### src/sv/fca_pkg.sv
// Package: shared types, codes and constants of the FAT cluster address unit.
package fca_pkg;

  localparam int unsigned RootW = 22;

  // Table formats
  localparam logic [1:0] KIND_FAT12 = 2'd0;
  localparam logic [1:0] KIND_FAT16 = 2'd1;
  localparam logic [1:0] KIND_FAT32 = 2'd2;

  // Actions
  localparam logic [1:0] ACT_LOCATE = 2'd0;
  localparam logic [1:0] ACT_DECODE = 2'd1;
  localparam logic [1:0] ACT_DATA   = 2'd2;

  // Configuration register indexes
  localparam logic [2:0] CFG_FAT_KIND       = 3'd0;
  localparam logic [2:0] CFG_PARTITION_BASE = 3'd1;
  localparam logic [2:0] CFG_SECTOR_SHIFT   = 3'd2;
  localparam logic [2:0] CFG_CLUSTER_SECS   = 3'd3;
  localparam logic [2:0] CFG_RESERVED_COUNT = 3'd4;
  localparam logic [2:0] CFG_TABLE_COPIES   = 3'd5;
  localparam logic [2:0] CFG_TABLE_SECTORS  = 3'd6;
  localparam logic [2:0] CFG_ROOT_ENTRIES   = 3'd7;

  // Decode masks and end-of-chain marks
  localparam logic [11:0] FAT12_MASK = 12'hFFF;
  localparam logic [31:0] FAT12_EOC  = 32'h0000_0FF8;
  localparam logic [31:0] FAT16_EOC  = 32'h0000_FFF8;
  localparam logic [31:0] FAT32_MASK = 32'h0FFF_FFFF;
  localparam logic [31:0] FAT32_EOC  = 32'h0FFF_FFF8;
  localparam logic [31:0] FIRST_DATA_CLUSTER = 32'd2;

  typedef struct packed {
    logic [1:0]  action;
    logic [31:0] cluster;
    logic [31:0] raw_entry;
  } in_item_t;

  typedef struct packed {
    logic [31:0] byte_address;
    logic [31:0] next_cluster;
    logic        chain_continues;
  } out_item_t;

  typedef struct packed {
    logic [1:0]  fat_kind;
    logic [31:0] partition_base;
    logic [3:0]  sector_size_shift;
    logic [7:0]  cluster_sectors;
    logic [15:0] reserved_count;
    logic [7:0]  table_copies;
    logic [31:0] table_sectors;
    logic [15:0] root_entries;
  } cfg_t;

  // After stage 1: products, offsets and the finished decode
  typedef struct packed {
    logic [1:0]       action;
    logic [31:0]      entry_off;
    logic [31:0]      res_base;
    logic [31:0]      clus_prod;
    logic [31:0]      table_prod;
    logic [RootW-1:0] root_secs;
    logic [31:0]      next_cluster;
    logic             chain_continues;
  } s1_t;

  // After stage 2: pairwise sums
  typedef struct packed {
    logic [1:0]  action;
    logic [31:0] loc_part;
    logic [31:0] entry_off;
    logic [31:0] sec_a;
    logic [31:0] sec_b;
    logic [31:0] next_cluster;
    logic        chain_continues;
  } s2_t;

  // After stage 3: table entry address and data sector
  typedef struct packed {
    logic [1:0]  action;
    logic [31:0] loc_addr;
    logic [31:0] sector;
    logic [31:0] next_cluster;
    logic        chain_continues;
  } s3_t;

endpackage

### src/sv/fca_prep.sv
// Stage 1: entry offset, region products, root directory size and entry decode.
module fca_prep (
  input  logic             clk,
  input  logic             rst_n,
  input  fca_pkg::cfg_t    cfg,
  input  logic             up_valid,
  output logic             up_ready,
  input  fca_pkg::in_item_t up_item,
  output logic             dn_valid,
  input  logic             dn_ready,
  output fca_pkg::s1_t     dn_item
);
  import fca_pkg::*;

  logic             valid_r;
  s1_t              item_r;
  s1_t              item_nxt;
  logic [31:0]      clus_rel;
  logic [RootW-1:0] bps_m1;
  logic [RootW-1:0] root_bytes;
  logic [15:0]      v16;

  assign up_ready = !valid_r || dn_ready;
  assign dn_valid = valid_r;
  assign dn_item  = item_r;

  assign clus_rel   = up_item.cluster - FIRST_DATA_CLUSTER;
  assign bps_m1     = (RootW'(1) << cfg.sector_size_shift) - RootW'(1);
  assign root_bytes = {1'b0, cfg.root_entries, 5'b0_0000} + bps_m1;
  assign v16        = up_item.raw_entry[15:0];

  always_comb begin
    item_nxt            = '0;
    item_nxt.action     = up_item.action;
    item_nxt.res_base   = 32'({16'b0, cfg.reserved_count} << cfg.sector_size_shift);
    item_nxt.clus_prod  = 32'(clus_rel * {24'b0, cfg.cluster_sectors});
    item_nxt.table_prod = 32'(cfg.table_sectors * {24'b0, cfg.table_copies});
    item_nxt.root_secs  = root_bytes >> cfg.sector_size_shift;

    case (cfg.fat_kind)
      KIND_FAT12: item_nxt.entry_off = up_item.cluster + (up_item.cluster >> 1);
      KIND_FAT16: item_nxt.entry_off = up_item.cluster << 1;
      KIND_FAT32: item_nxt.entry_off = up_item.cluster << 2;
      default:    item_nxt.entry_off = '0;
    endcase

    // Decode finishes here; other actions leave next/continue at zero
    if (up_item.action == ACT_DECODE) begin
      case (cfg.fat_kind)
        KIND_FAT12: begin
          item_nxt.next_cluster = up_item.cluster[0] ? {20'b0, v16[15:4]}
                                                     : {20'b0, v16[11:0] & FAT12_MASK};
          item_nxt.chain_continues = item_nxt.next_cluster < FAT12_EOC;
        end
        KIND_FAT16: begin
          item_nxt.next_cluster    = {16'b0, v16};
          item_nxt.chain_continues = item_nxt.next_cluster < FAT16_EOC;
        end
        KIND_FAT32: begin
          item_nxt.next_cluster    = up_item.raw_entry & FAT32_MASK;
          item_nxt.chain_continues = item_nxt.next_cluster < FAT32_EOC;
        end
        default: begin
          item_nxt.next_cluster    = '0;
          item_nxt.chain_continues = 1'b0;
        end
      endcase
    end
  end

  always_ff @(posedge clk) begin
    if (!rst_n) begin
      valid_r <= 1'b0;
    end else if (up_ready) begin
      valid_r <= up_valid;
    end
  end

  always_ff @(posedge clk) begin
    if (up_ready && up_valid) begin
      item_r <= item_nxt;
    end
  end

endmodule

### src/sv/fca_accum.sv
// Stage 2: pairwise sums of the table entry and data sector terms.
module fca_accum (
  input  logic          clk,
  input  logic          rst_n,
  input  fca_pkg::cfg_t cfg,
  input  logic          up_valid,
  output logic          up_ready,
  input  fca_pkg::s1_t  up_item,
  output logic          dn_valid,
  input  logic          dn_ready,
  output fca_pkg::s2_t  dn_item
);
  import fca_pkg::*;

  logic valid_r;
  s2_t  item_r;
  s2_t  item_nxt;

  assign up_ready = !valid_r || dn_ready;
  assign dn_valid = valid_r;
  assign dn_item  = item_r;

  always_comb begin
    item_nxt.action          = up_item.action;
    item_nxt.loc_part        = cfg.partition_base + up_item.res_base;
    item_nxt.entry_off       = up_item.entry_off;
    item_nxt.sec_a           = up_item.clus_prod + up_item.table_prod;
    item_nxt.sec_b           = {16'b0, cfg.reserved_count}
                             + {{(32 - RootW){1'b0}}, up_item.root_secs};
    item_nxt.next_cluster    = up_item.next_cluster;
    item_nxt.chain_continues = up_item.chain_continues;
  end

  always_ff @(posedge clk) begin
    if (!rst_n) begin
      valid_r <= 1'b0;
    end else if (up_ready) begin
      valid_r <= up_valid;
    end
  end

  always_ff @(posedge clk) begin
    if (up_ready && up_valid) begin
      item_r <= item_nxt;
    end
  end

endmodule

### src/sv/fca_merge.sv
// Stage 3: final table entry address and absolute data sector.
module fca_merge (
  input  logic         clk,
  input  logic         rst_n,
  input  logic         up_valid,
  output logic         up_ready,
  input  fca_pkg::s2_t up_item,
  output logic         dn_valid,
  input  logic         dn_ready,
  output fca_pkg::s3_t dn_item
);
  import fca_pkg::*;

  logic valid_r;
  s3_t  item_r;
  s3_t  item_nxt;

  assign up_ready = !valid_r || dn_ready;
  assign dn_valid = valid_r;
  assign dn_item  = item_r;

  always_comb begin
    item_nxt.action          = up_item.action;
    item_nxt.loc_addr        = up_item.loc_part + up_item.entry_off;
    item_nxt.sector          = up_item.sec_a + up_item.sec_b;
    item_nxt.next_cluster    = up_item.next_cluster;
    item_nxt.chain_continues = up_item.chain_continues;
  end

  always_ff @(posedge clk) begin
    if (!rst_n) begin
      valid_r <= 1'b0;
    end else if (up_ready) begin
      valid_r <= up_valid;
    end
  end

  always_ff @(posedge clk) begin
    if (up_ready && up_valid) begin
      item_r <= item_nxt;
    end
  end

endmodule

### src/sv/fca_final.sv
// Stage 4: data sector to byte address, result select and output register.
module fca_final (
  input  logic               clk,
  input  logic               rst_n,
  input  fca_pkg::cfg_t      cfg,
  input  logic               up_valid,
  output logic               up_ready,
  input  fca_pkg::s3_t       up_item,
  output logic               dn_valid,
  input  logic               dn_ready,
  output fca_pkg::out_item_t dn_item
);
  import fca_pkg::*;

  logic      valid_r;
  out_item_t item_r;
  out_item_t item_nxt;

  assign up_ready = !valid_r || dn_ready;
  assign dn_valid = valid_r;
  assign dn_item  = item_r;

  always_comb begin
    item_nxt.next_cluster    = up_item.next_cluster;
    item_nxt.chain_continues = up_item.chain_continues;
    case (up_item.action)
      ACT_LOCATE: item_nxt.byte_address = up_item.loc_addr;
      ACT_DATA:   item_nxt.byte_address = cfg.partition_base
                                          + (up_item.sector << cfg.sector_size_shift);
      default:    item_nxt.byte_address = '0;
    endcase
  end

  always_ff @(posedge clk) begin
    if (!rst_n) begin
      valid_r <= 1'b0;
    end else if (up_ready) begin
      valid_r <= up_valid;
    end
  end

  always_ff @(posedge clk) begin
    if (up_ready && up_valid) begin
      item_r <= item_nxt;
    end
  end

endmodule

### src/sv/fat_cluster_address_unit.sv
// Top level: configuration registers and the four-stage address pipeline.
//
//  channel  | ports                          | payload
//  ---------+--------------------------------+-----------------------------------
//  input    | in_valid, in_ready, in_data    | action, cluster, raw_entry
//  result   | out_valid, out_ready, out_data | byte_address, next_cluster, cont.
//  config   | cfg_we, cfg_index, cfg_wdata   | register index 0..7, 32-bit data
//
//  Every item's result passes through the four register stages (products,
//  pairwise sums, final sums, shift and select) in order; one item enters per
//  cycle while in_ready is high.
//  Synchronous active-low reset clears the stage valid bits and loads the
//  register defaults. A stall on out_ready holds each full stage; empty
//  stages still fill, so in_ready drops only when all four stages are full.
module fat_cluster_address_unit (
  input  logic               clk,
  input  logic               rst_n,
  input  logic               in_valid,
  output logic               in_ready,
  input  fca_pkg::in_item_t  in_data,
  output logic               out_valid,
  input  logic               out_ready,
  output fca_pkg::out_item_t out_data,
  input  logic               cfg_we,
  input  logic [2:0]         cfg_index,
  input  logic [31:0]        cfg_wdata
);
  import fca_pkg::*;

  cfg_t cfg_r;

  logic v1, r2, v2, r3, v3, r4;
  s1_t  d1;
  s2_t  d2;
  s3_t  d3;

  always_ff @(posedge clk) begin
    if (!rst_n) begin
      cfg_r.fat_kind          <= KIND_FAT12;
      cfg_r.partition_base    <= 32'd0;
      cfg_r.sector_size_shift <= 4'd9;
      cfg_r.cluster_sectors   <= 8'd1;
      cfg_r.reserved_count    <= 16'd1;
      cfg_r.table_copies      <= 8'd2;
      cfg_r.table_sectors     <= 32'd1;
      cfg_r.root_entries      <= 16'd512;
    end else if (cfg_we) begin
      case (cfg_index)
        CFG_FAT_KIND:       cfg_r.fat_kind          <= cfg_wdata[1:0];
        CFG_PARTITION_BASE: cfg_r.partition_base    <= cfg_wdata;
        CFG_SECTOR_SHIFT:   cfg_r.sector_size_shift <= cfg_wdata[3:0];
        CFG_CLUSTER_SECS:   cfg_r.cluster_sectors   <= cfg_wdata[7:0];
        CFG_RESERVED_COUNT: cfg_r.reserved_count    <= cfg_wdata[15:0];
        CFG_TABLE_COPIES:   cfg_r.table_copies      <= cfg_wdata[7:0];
        CFG_TABLE_SECTORS:  cfg_r.table_sectors     <= cfg_wdata;
        CFG_ROOT_ENTRIES:   cfg_r.root_entries      <= cfg_wdata[15:0];
        default:            cfg_r                   <= cfg_r;
      endcase
    end
  end

  fca_prep u_prep (
    .clk      (clk),
    .rst_n    (rst_n),
    .cfg      (cfg_r),
    .up_valid (in_valid),
    .up_ready (in_ready),
    .up_item  (in_data),
    .dn_valid (v1),
    .dn_ready (r2),
    .dn_item  (d1)
  );

  fca_accum u_accum (
    .clk      (clk),
    .rst_n    (rst_n),
    .cfg      (cfg_r),
    .up_valid (v1),
    .up_ready (r2),
    .up_item  (d1),
    .dn_valid (v2),
    .dn_ready (r3),
    .dn_item  (d2)
  );

  fca_merge u_merge (
    .clk      (clk),
    .rst_n    (rst_n),
    .up_valid (v2),
    .up_ready (r3),
    .up_item  (d2),
    .dn_valid (v3),
    .dn_ready (r4),
    .dn_item  (d3)
  );

  fca_final u_final (
    .clk      (clk),
    .rst_n    (rst_n),
    .cfg      (cfg_r),
    .up_valid (v3),
    .up_ready (r4),
    .up_item  (d3),
    .dn_valid (out_valid),
    .dn_ready (out_ready),
    .dn_item  (out_data)
  );

`ifndef SYNTHESIS
  // Backpressure reaches the input only with every stage full
  a_full_when_blocked: assert property (@(posedge clk) disable iff (!rst_n)
    !in_ready |-> (v1 && v2 && v3 && out_valid && !out_ready))
    else $error("in_ready low with a stage empty");

  // A continuing chain always decodes below the widest end-of-chain mark
  a_cont_below_eoc: assert property (@(posedge clk) disable iff (!rst_n)
    (out_valid && out_data.chain_continues) |-> (out_data.next_cluster < FAT32_EOC))
    else $error("chain_continues set on an end-of-chain value");

  // Address results and decode results never mix in one item
  a_result_kinds: assert property (@(posedge clk) disable iff (!rst_n)
    (out_valid && out_data.byte_address != 32'd0)
      |-> (out_data.next_cluster == 32'd0 && !out_data.chain_continues))
    else $error("address and decode fields both set");
`endif

endmodule

### config.mk
export PLATFORM = sky130hd
export DESIGN_NAME = fat_cluster_address_unit
export DESIGN_NICKNAME = d
export VERILOG_FILES = /design/src/sv/fca_pkg.sv /design/src/sv/fca_prep.sv /design/src/sv/fca_accum.sv /design/src/sv/fca_merge.sv /design/src/sv/fca_final.sv /design/src/sv/fat_cluster_address_unit.sv
export SDC_FILE = /design/constraint.sdc
export NUM_CORES = 2
export LEC_CHECK = 0
export BUFFER_PORTS_ARGS = -buffer_cell sky130_fd_sc_hd__buf_2
export CORE_UTILIZATION = 40
export CTS_BUF_LIST = sky130_fd_sc_hd__clkbuf_2 sky130_fd_sc_hd__clkbuf_4 sky130_fd_sc_hd__clkbuf_8
export DETAILED_ROUTE_END_ITERATION = 10
export GPL_TIMING_DRIVEN = 0
export PLACE_DENSITY_LB_ADDON = 0.12
export RECOVER_POWER = 50
export SLEW_MARGIN = 0
export SYNTH_ARGS = -nofsm -noshare
export SYNTH_HDL_FRONTEND = slang
export SYNTH_SLANG_ARGS = --single-unit
### constraint.sdc
create_clock -name clk -period 22.3 [get_ports clk]
set_input_delay 4.46 -clock clk [delete_from_list [all_inputs] [get_ports clk]]
set_output_delay 4.46 -clock clk [all_outputs]
set_load 0.1 [all_outputs]
==> flow_metrics.env <==
export IMPL_outcome="finished with violations"
export IMPL_violations="capacitance limit, slew limit"
export IMPL_finalWirelength_um=149000
export IMPL_route_detailed_drc=0
export IMPL_layout_commonest_cell="nand2_1"
export IMPL_clk_latency_ns=0.81
export IMPL_setup_viol=0
export IMPL_placed_cell_area_um2=51100
export IMPL_critical_path_arrival_ns=12.24
export IMPL_drive_gt1_share_pct=8.10
export IMPL_avgSynthCellArea_um2=9.92
export IMPL_finalHoldViolCount=0
export IMPL_p_leak_nw=22.3
export IMPL_r2r_start="cfg_r[76]"
export IMPL_grt_max_degree=66
export IMPL_yosys_area_share_xor_xnor_pct=5.36
export IMPL_synth_simple_area_share_pct=15.2
export IMPL_vias=36100
export IMPL_io_pin_count=173
export IMPL_crit_required_ns=22.73
export IMPL_endpoint_kind="register"
export IMPL_die_area_um2=121000
export IMPL_fin_ws_ns=10.48
export IMPL_synth_edff_count=486
export IMPL_synth_compound_area_share_pct=13.3
export IMPL_rows=126
export IMPL_maxSlewViolCount=136
export IMPL_synth_cell_types=99
export IMPL_min_period_ns=11.82
export IMPL_final_net_count=5889
export IMPL_post_cts_buffers=0
export IMPL_post_cts_resized=0
export IMPL_worst_slew_pin_slew_ns=1.93
export IMPL_cts_buffer_depth=3
export IMPL_synth_top_area_share_pct=30.4
export IMPL_root_buffer="clkbuf_8"
export IMPL_rsz0062_at_grt="false"
export IMPL_antenna_found_initial=16
export IMPL_skew_ns=0.0826
export IMPL_synth_top_family_by_area="adder cells"
export IMPL_hold_class="reg2reg"
export IMPL_syn_to_final_growth_pct=10.7
export IMPL_gp_congestion=0.950
export IMPL_synth_seq_cells=608
export IMPL_period_share_pct=53.0
export IMPL_final_cell_mix="nand2_1 (612), edfxtp_1 (486), inv_1 (443), ha_1 (348), fa_1 (319)"
export IMPL_critPathKind="in2reg"
export IMPL_io_buffers=159
export IMPL_whs_ns=0.399
export IMPL_grt_pass1_vias=35500
export IMPL_synth_cell_area_um2=48000
export IMPL_hold_buffers=0
export IMPL_grt_total_usage_pct=24.5
export IMPL_viasPerCell=5.31
export IMPL_irDropWorstVdd_v=0.0000584
export IMPL_power_per_cell_area_nw_per_um2=58.7
export IMPL_ant_nets=0
export IMPL_ys_async_sr_fraction_pct=0
export IMPL_die_h_um=348
export IMPL_synthMuxAreaShare_pct=3.17
export IMPL_hold_start="u_accum.dn_item[17]"
export IMPL_max_freq_mhz=84.6
export IMPL_yosys_top_cells_area="edfxtp_1 (30%), fa_1 (13%), ha_1 (9.1%)"
export IMPL_dr_pass1_iters=8
export IMPL_startpoint_type="primary input"
export IMPL_htree_levels=3
export IMPL_synthAdderAreaFrac_pct=22.4
export IMPL_setup_tns_final_ns=0
export IMPL_yosys_warnings=0
export IMPL_clk_pin_slew_ns=0.06
export IMPL_clock_sinks=608
export IMPL_grt_overflow=0
export IMPL_yosys_most_used_dff="edfxtp_1"
export IMPL_fin_util_pct=44.8
export IMPL_yosysSeqAreaShare_pct=35.5
export IMPL_yosys_area_top_type="edfxtp_1"
export IMPL_synthCells=4833
export IMPL_cts_tree="done"
export IMPL_hpwl_um=119000
export IMPL_wl_per_cell_um=21.9
export IMPL_coreArea_um2=118000
export IMPL_path_max_fanout=10
export IMPL_drt_iter0_drc=2753
export IMPL_dp_slack_ns=9.87
export IMPL_initial_core_util_pct=40.5
export IMPL_die_w_um=348
export IMPL_cts_buffers=105
export IMPL_design_area_um2=53100
export IMPL_crit_start="in_data[33]"
export IMPL_relSlewSlack_pct=-29.9
export IMPL_grt_pass1_wl_um=223000
export IMPL_maxCapViolations=6
==> flip-flops by register name (all words and copies together) (netlist names) <==
name,cells
u_prep.dn_valid,1
u_merge.dn_item,95
u_prep.dn_item,180
u_merge.dn_valid,1
u_accum.dn_valid,1
u_final.dn_item,61
u_final.dn_valid,1
cfg_r,118
u_accum.dn_item,150
==> final timing paths <==
check / endpoint / slack, ns / cells after the start
hold / removal: u_merge.dn_item[17] / 0.40 / 0
setup reg to reg: u_prep.dn_item[118] / 14.68 / 21
setup / recovery: u_prep.dn_item[118] / 10.48 / 27
hold reg to reg: u_merge.dn_item[17] / 0.40 / 0
==> power breakdown <==
| part | switching (mW) | leakage [nW] | internal (mW) |
|---|---|---|---|
| Combinational | 0.434 | 15.6 | 0.260 |
| Sequential | 0.0395 | 5.65 | 1.32 |
| Clock | 0.495 | 1.12 | 0.561 |
| Total | 0.969 | 22.3 | 2.15 |
==> through the flow <==
stage	power (mW)	instances
2_1_floorplan	1.85	4836
3_3_place_gp	2.08	6595
3_5_place_dp	2.08	6609
4_1_cts	3.15	6798
5_1_grt	3.26	6801
6_report	3.11	6806
==> layout make-up <==
| cell class | instances | area, um^2 |
|---|---|---|
| Fill cell | 11500 | 65300 |
| Multi-Input combinational cell | 3595 | 28500 |
| Sequential cell | 608 | 17000 |
| Tap cell | 1600 | 2000 |
| Clock buffer | 142 | 1750 |
| Inverter | 445 | 1670 |
| Timing Repair Buffer | 173 | 963 |
| Buffer | 188 | 732 |
| Clock inverter | 47 | 382 |
| Antenna cell | 8 | 20.0 |
==> critical path, stage by stage <==
cell      delay [ns]
buf_2           0.14
clkbuf_1        0.27
inv_1           0.19
ha_1            0.20
nand2_1         0.14
nand2_1         0.12
nand3_1         0.12
nand2_1         0.14
nand2_1         0.08
xnor2_1         0.74
and2_1          0.26
fa_1            0.46
fa_1            0.60
fa_1            0.43
fa_1            0.45
ha_1            0.42
nand2_1         0.07
or4b_1          0.53
a21oi_1         0.20
o211ai_1        0.16
o21ai_1         0.34
a21boi_1        0.21
o21ai_0         0.35
o21a_1          0.18
o21ai_0         0.09
a21oi_1         0.32
xnor3_1         0.56
==> metal layers <==
| metal | track usage (%) | vias to the layer above | routed length, um |
|---|---|---|---|
| met4 | 7.52 | 4 | 4610 |
| met2 | 40.1 | 935 | 69200 |
| met5 | 0 | - | 27 |
| met1 | 34.1 | 17800 | 67400 |
| met3 | 2.66 | 220 | 7410 |
| li1 | - | 17100 | - |
==> logic make-up after synthesis <==
kind of cell	count (synthesis)
adder cells (fa/ha/maj)	667
AND/OR/NAND/NOR	1546
buffers and inverters	633
flip-flops	608
AO/OA/AOI/OAI	970
XOR/XNOR	292
other	1
multiplexers	116
==> synthesized netlist by cell type (7+ instances only) <==
library cell  instances
xor2_1               82
a211o_1               7
o31a_1                9
and3_1               33
a31o_2                9
o22ai_1              19
nand2_1             612
mux4_2               25
dfxtp_1             122
nor2_1              304
o21ai_0             161
nand3b_1              7
inv_1               442
nand4_1              21
buf_1                36
o21a_1               42
nand2b_1             57
ha_1                348
a211oi_1             33
a22oi_1              18
and2_1              176
or2_2                10
mux2_2               22
a21boi_0            120
o21bai_1             32
edfxtp_1            486
or3_1                13
a21o_1              100
a21oi_1             281
nor3_1               47
nor3b_1               7
a31oi_1              27
nor2b_1             161
o211ai_1             10
clkbuf_1            142
xnor2_1             209
fa_1                319
a22o_1               10
mux2i_1              67
nand3_1              74
Power figures use the tool's default switching activity.
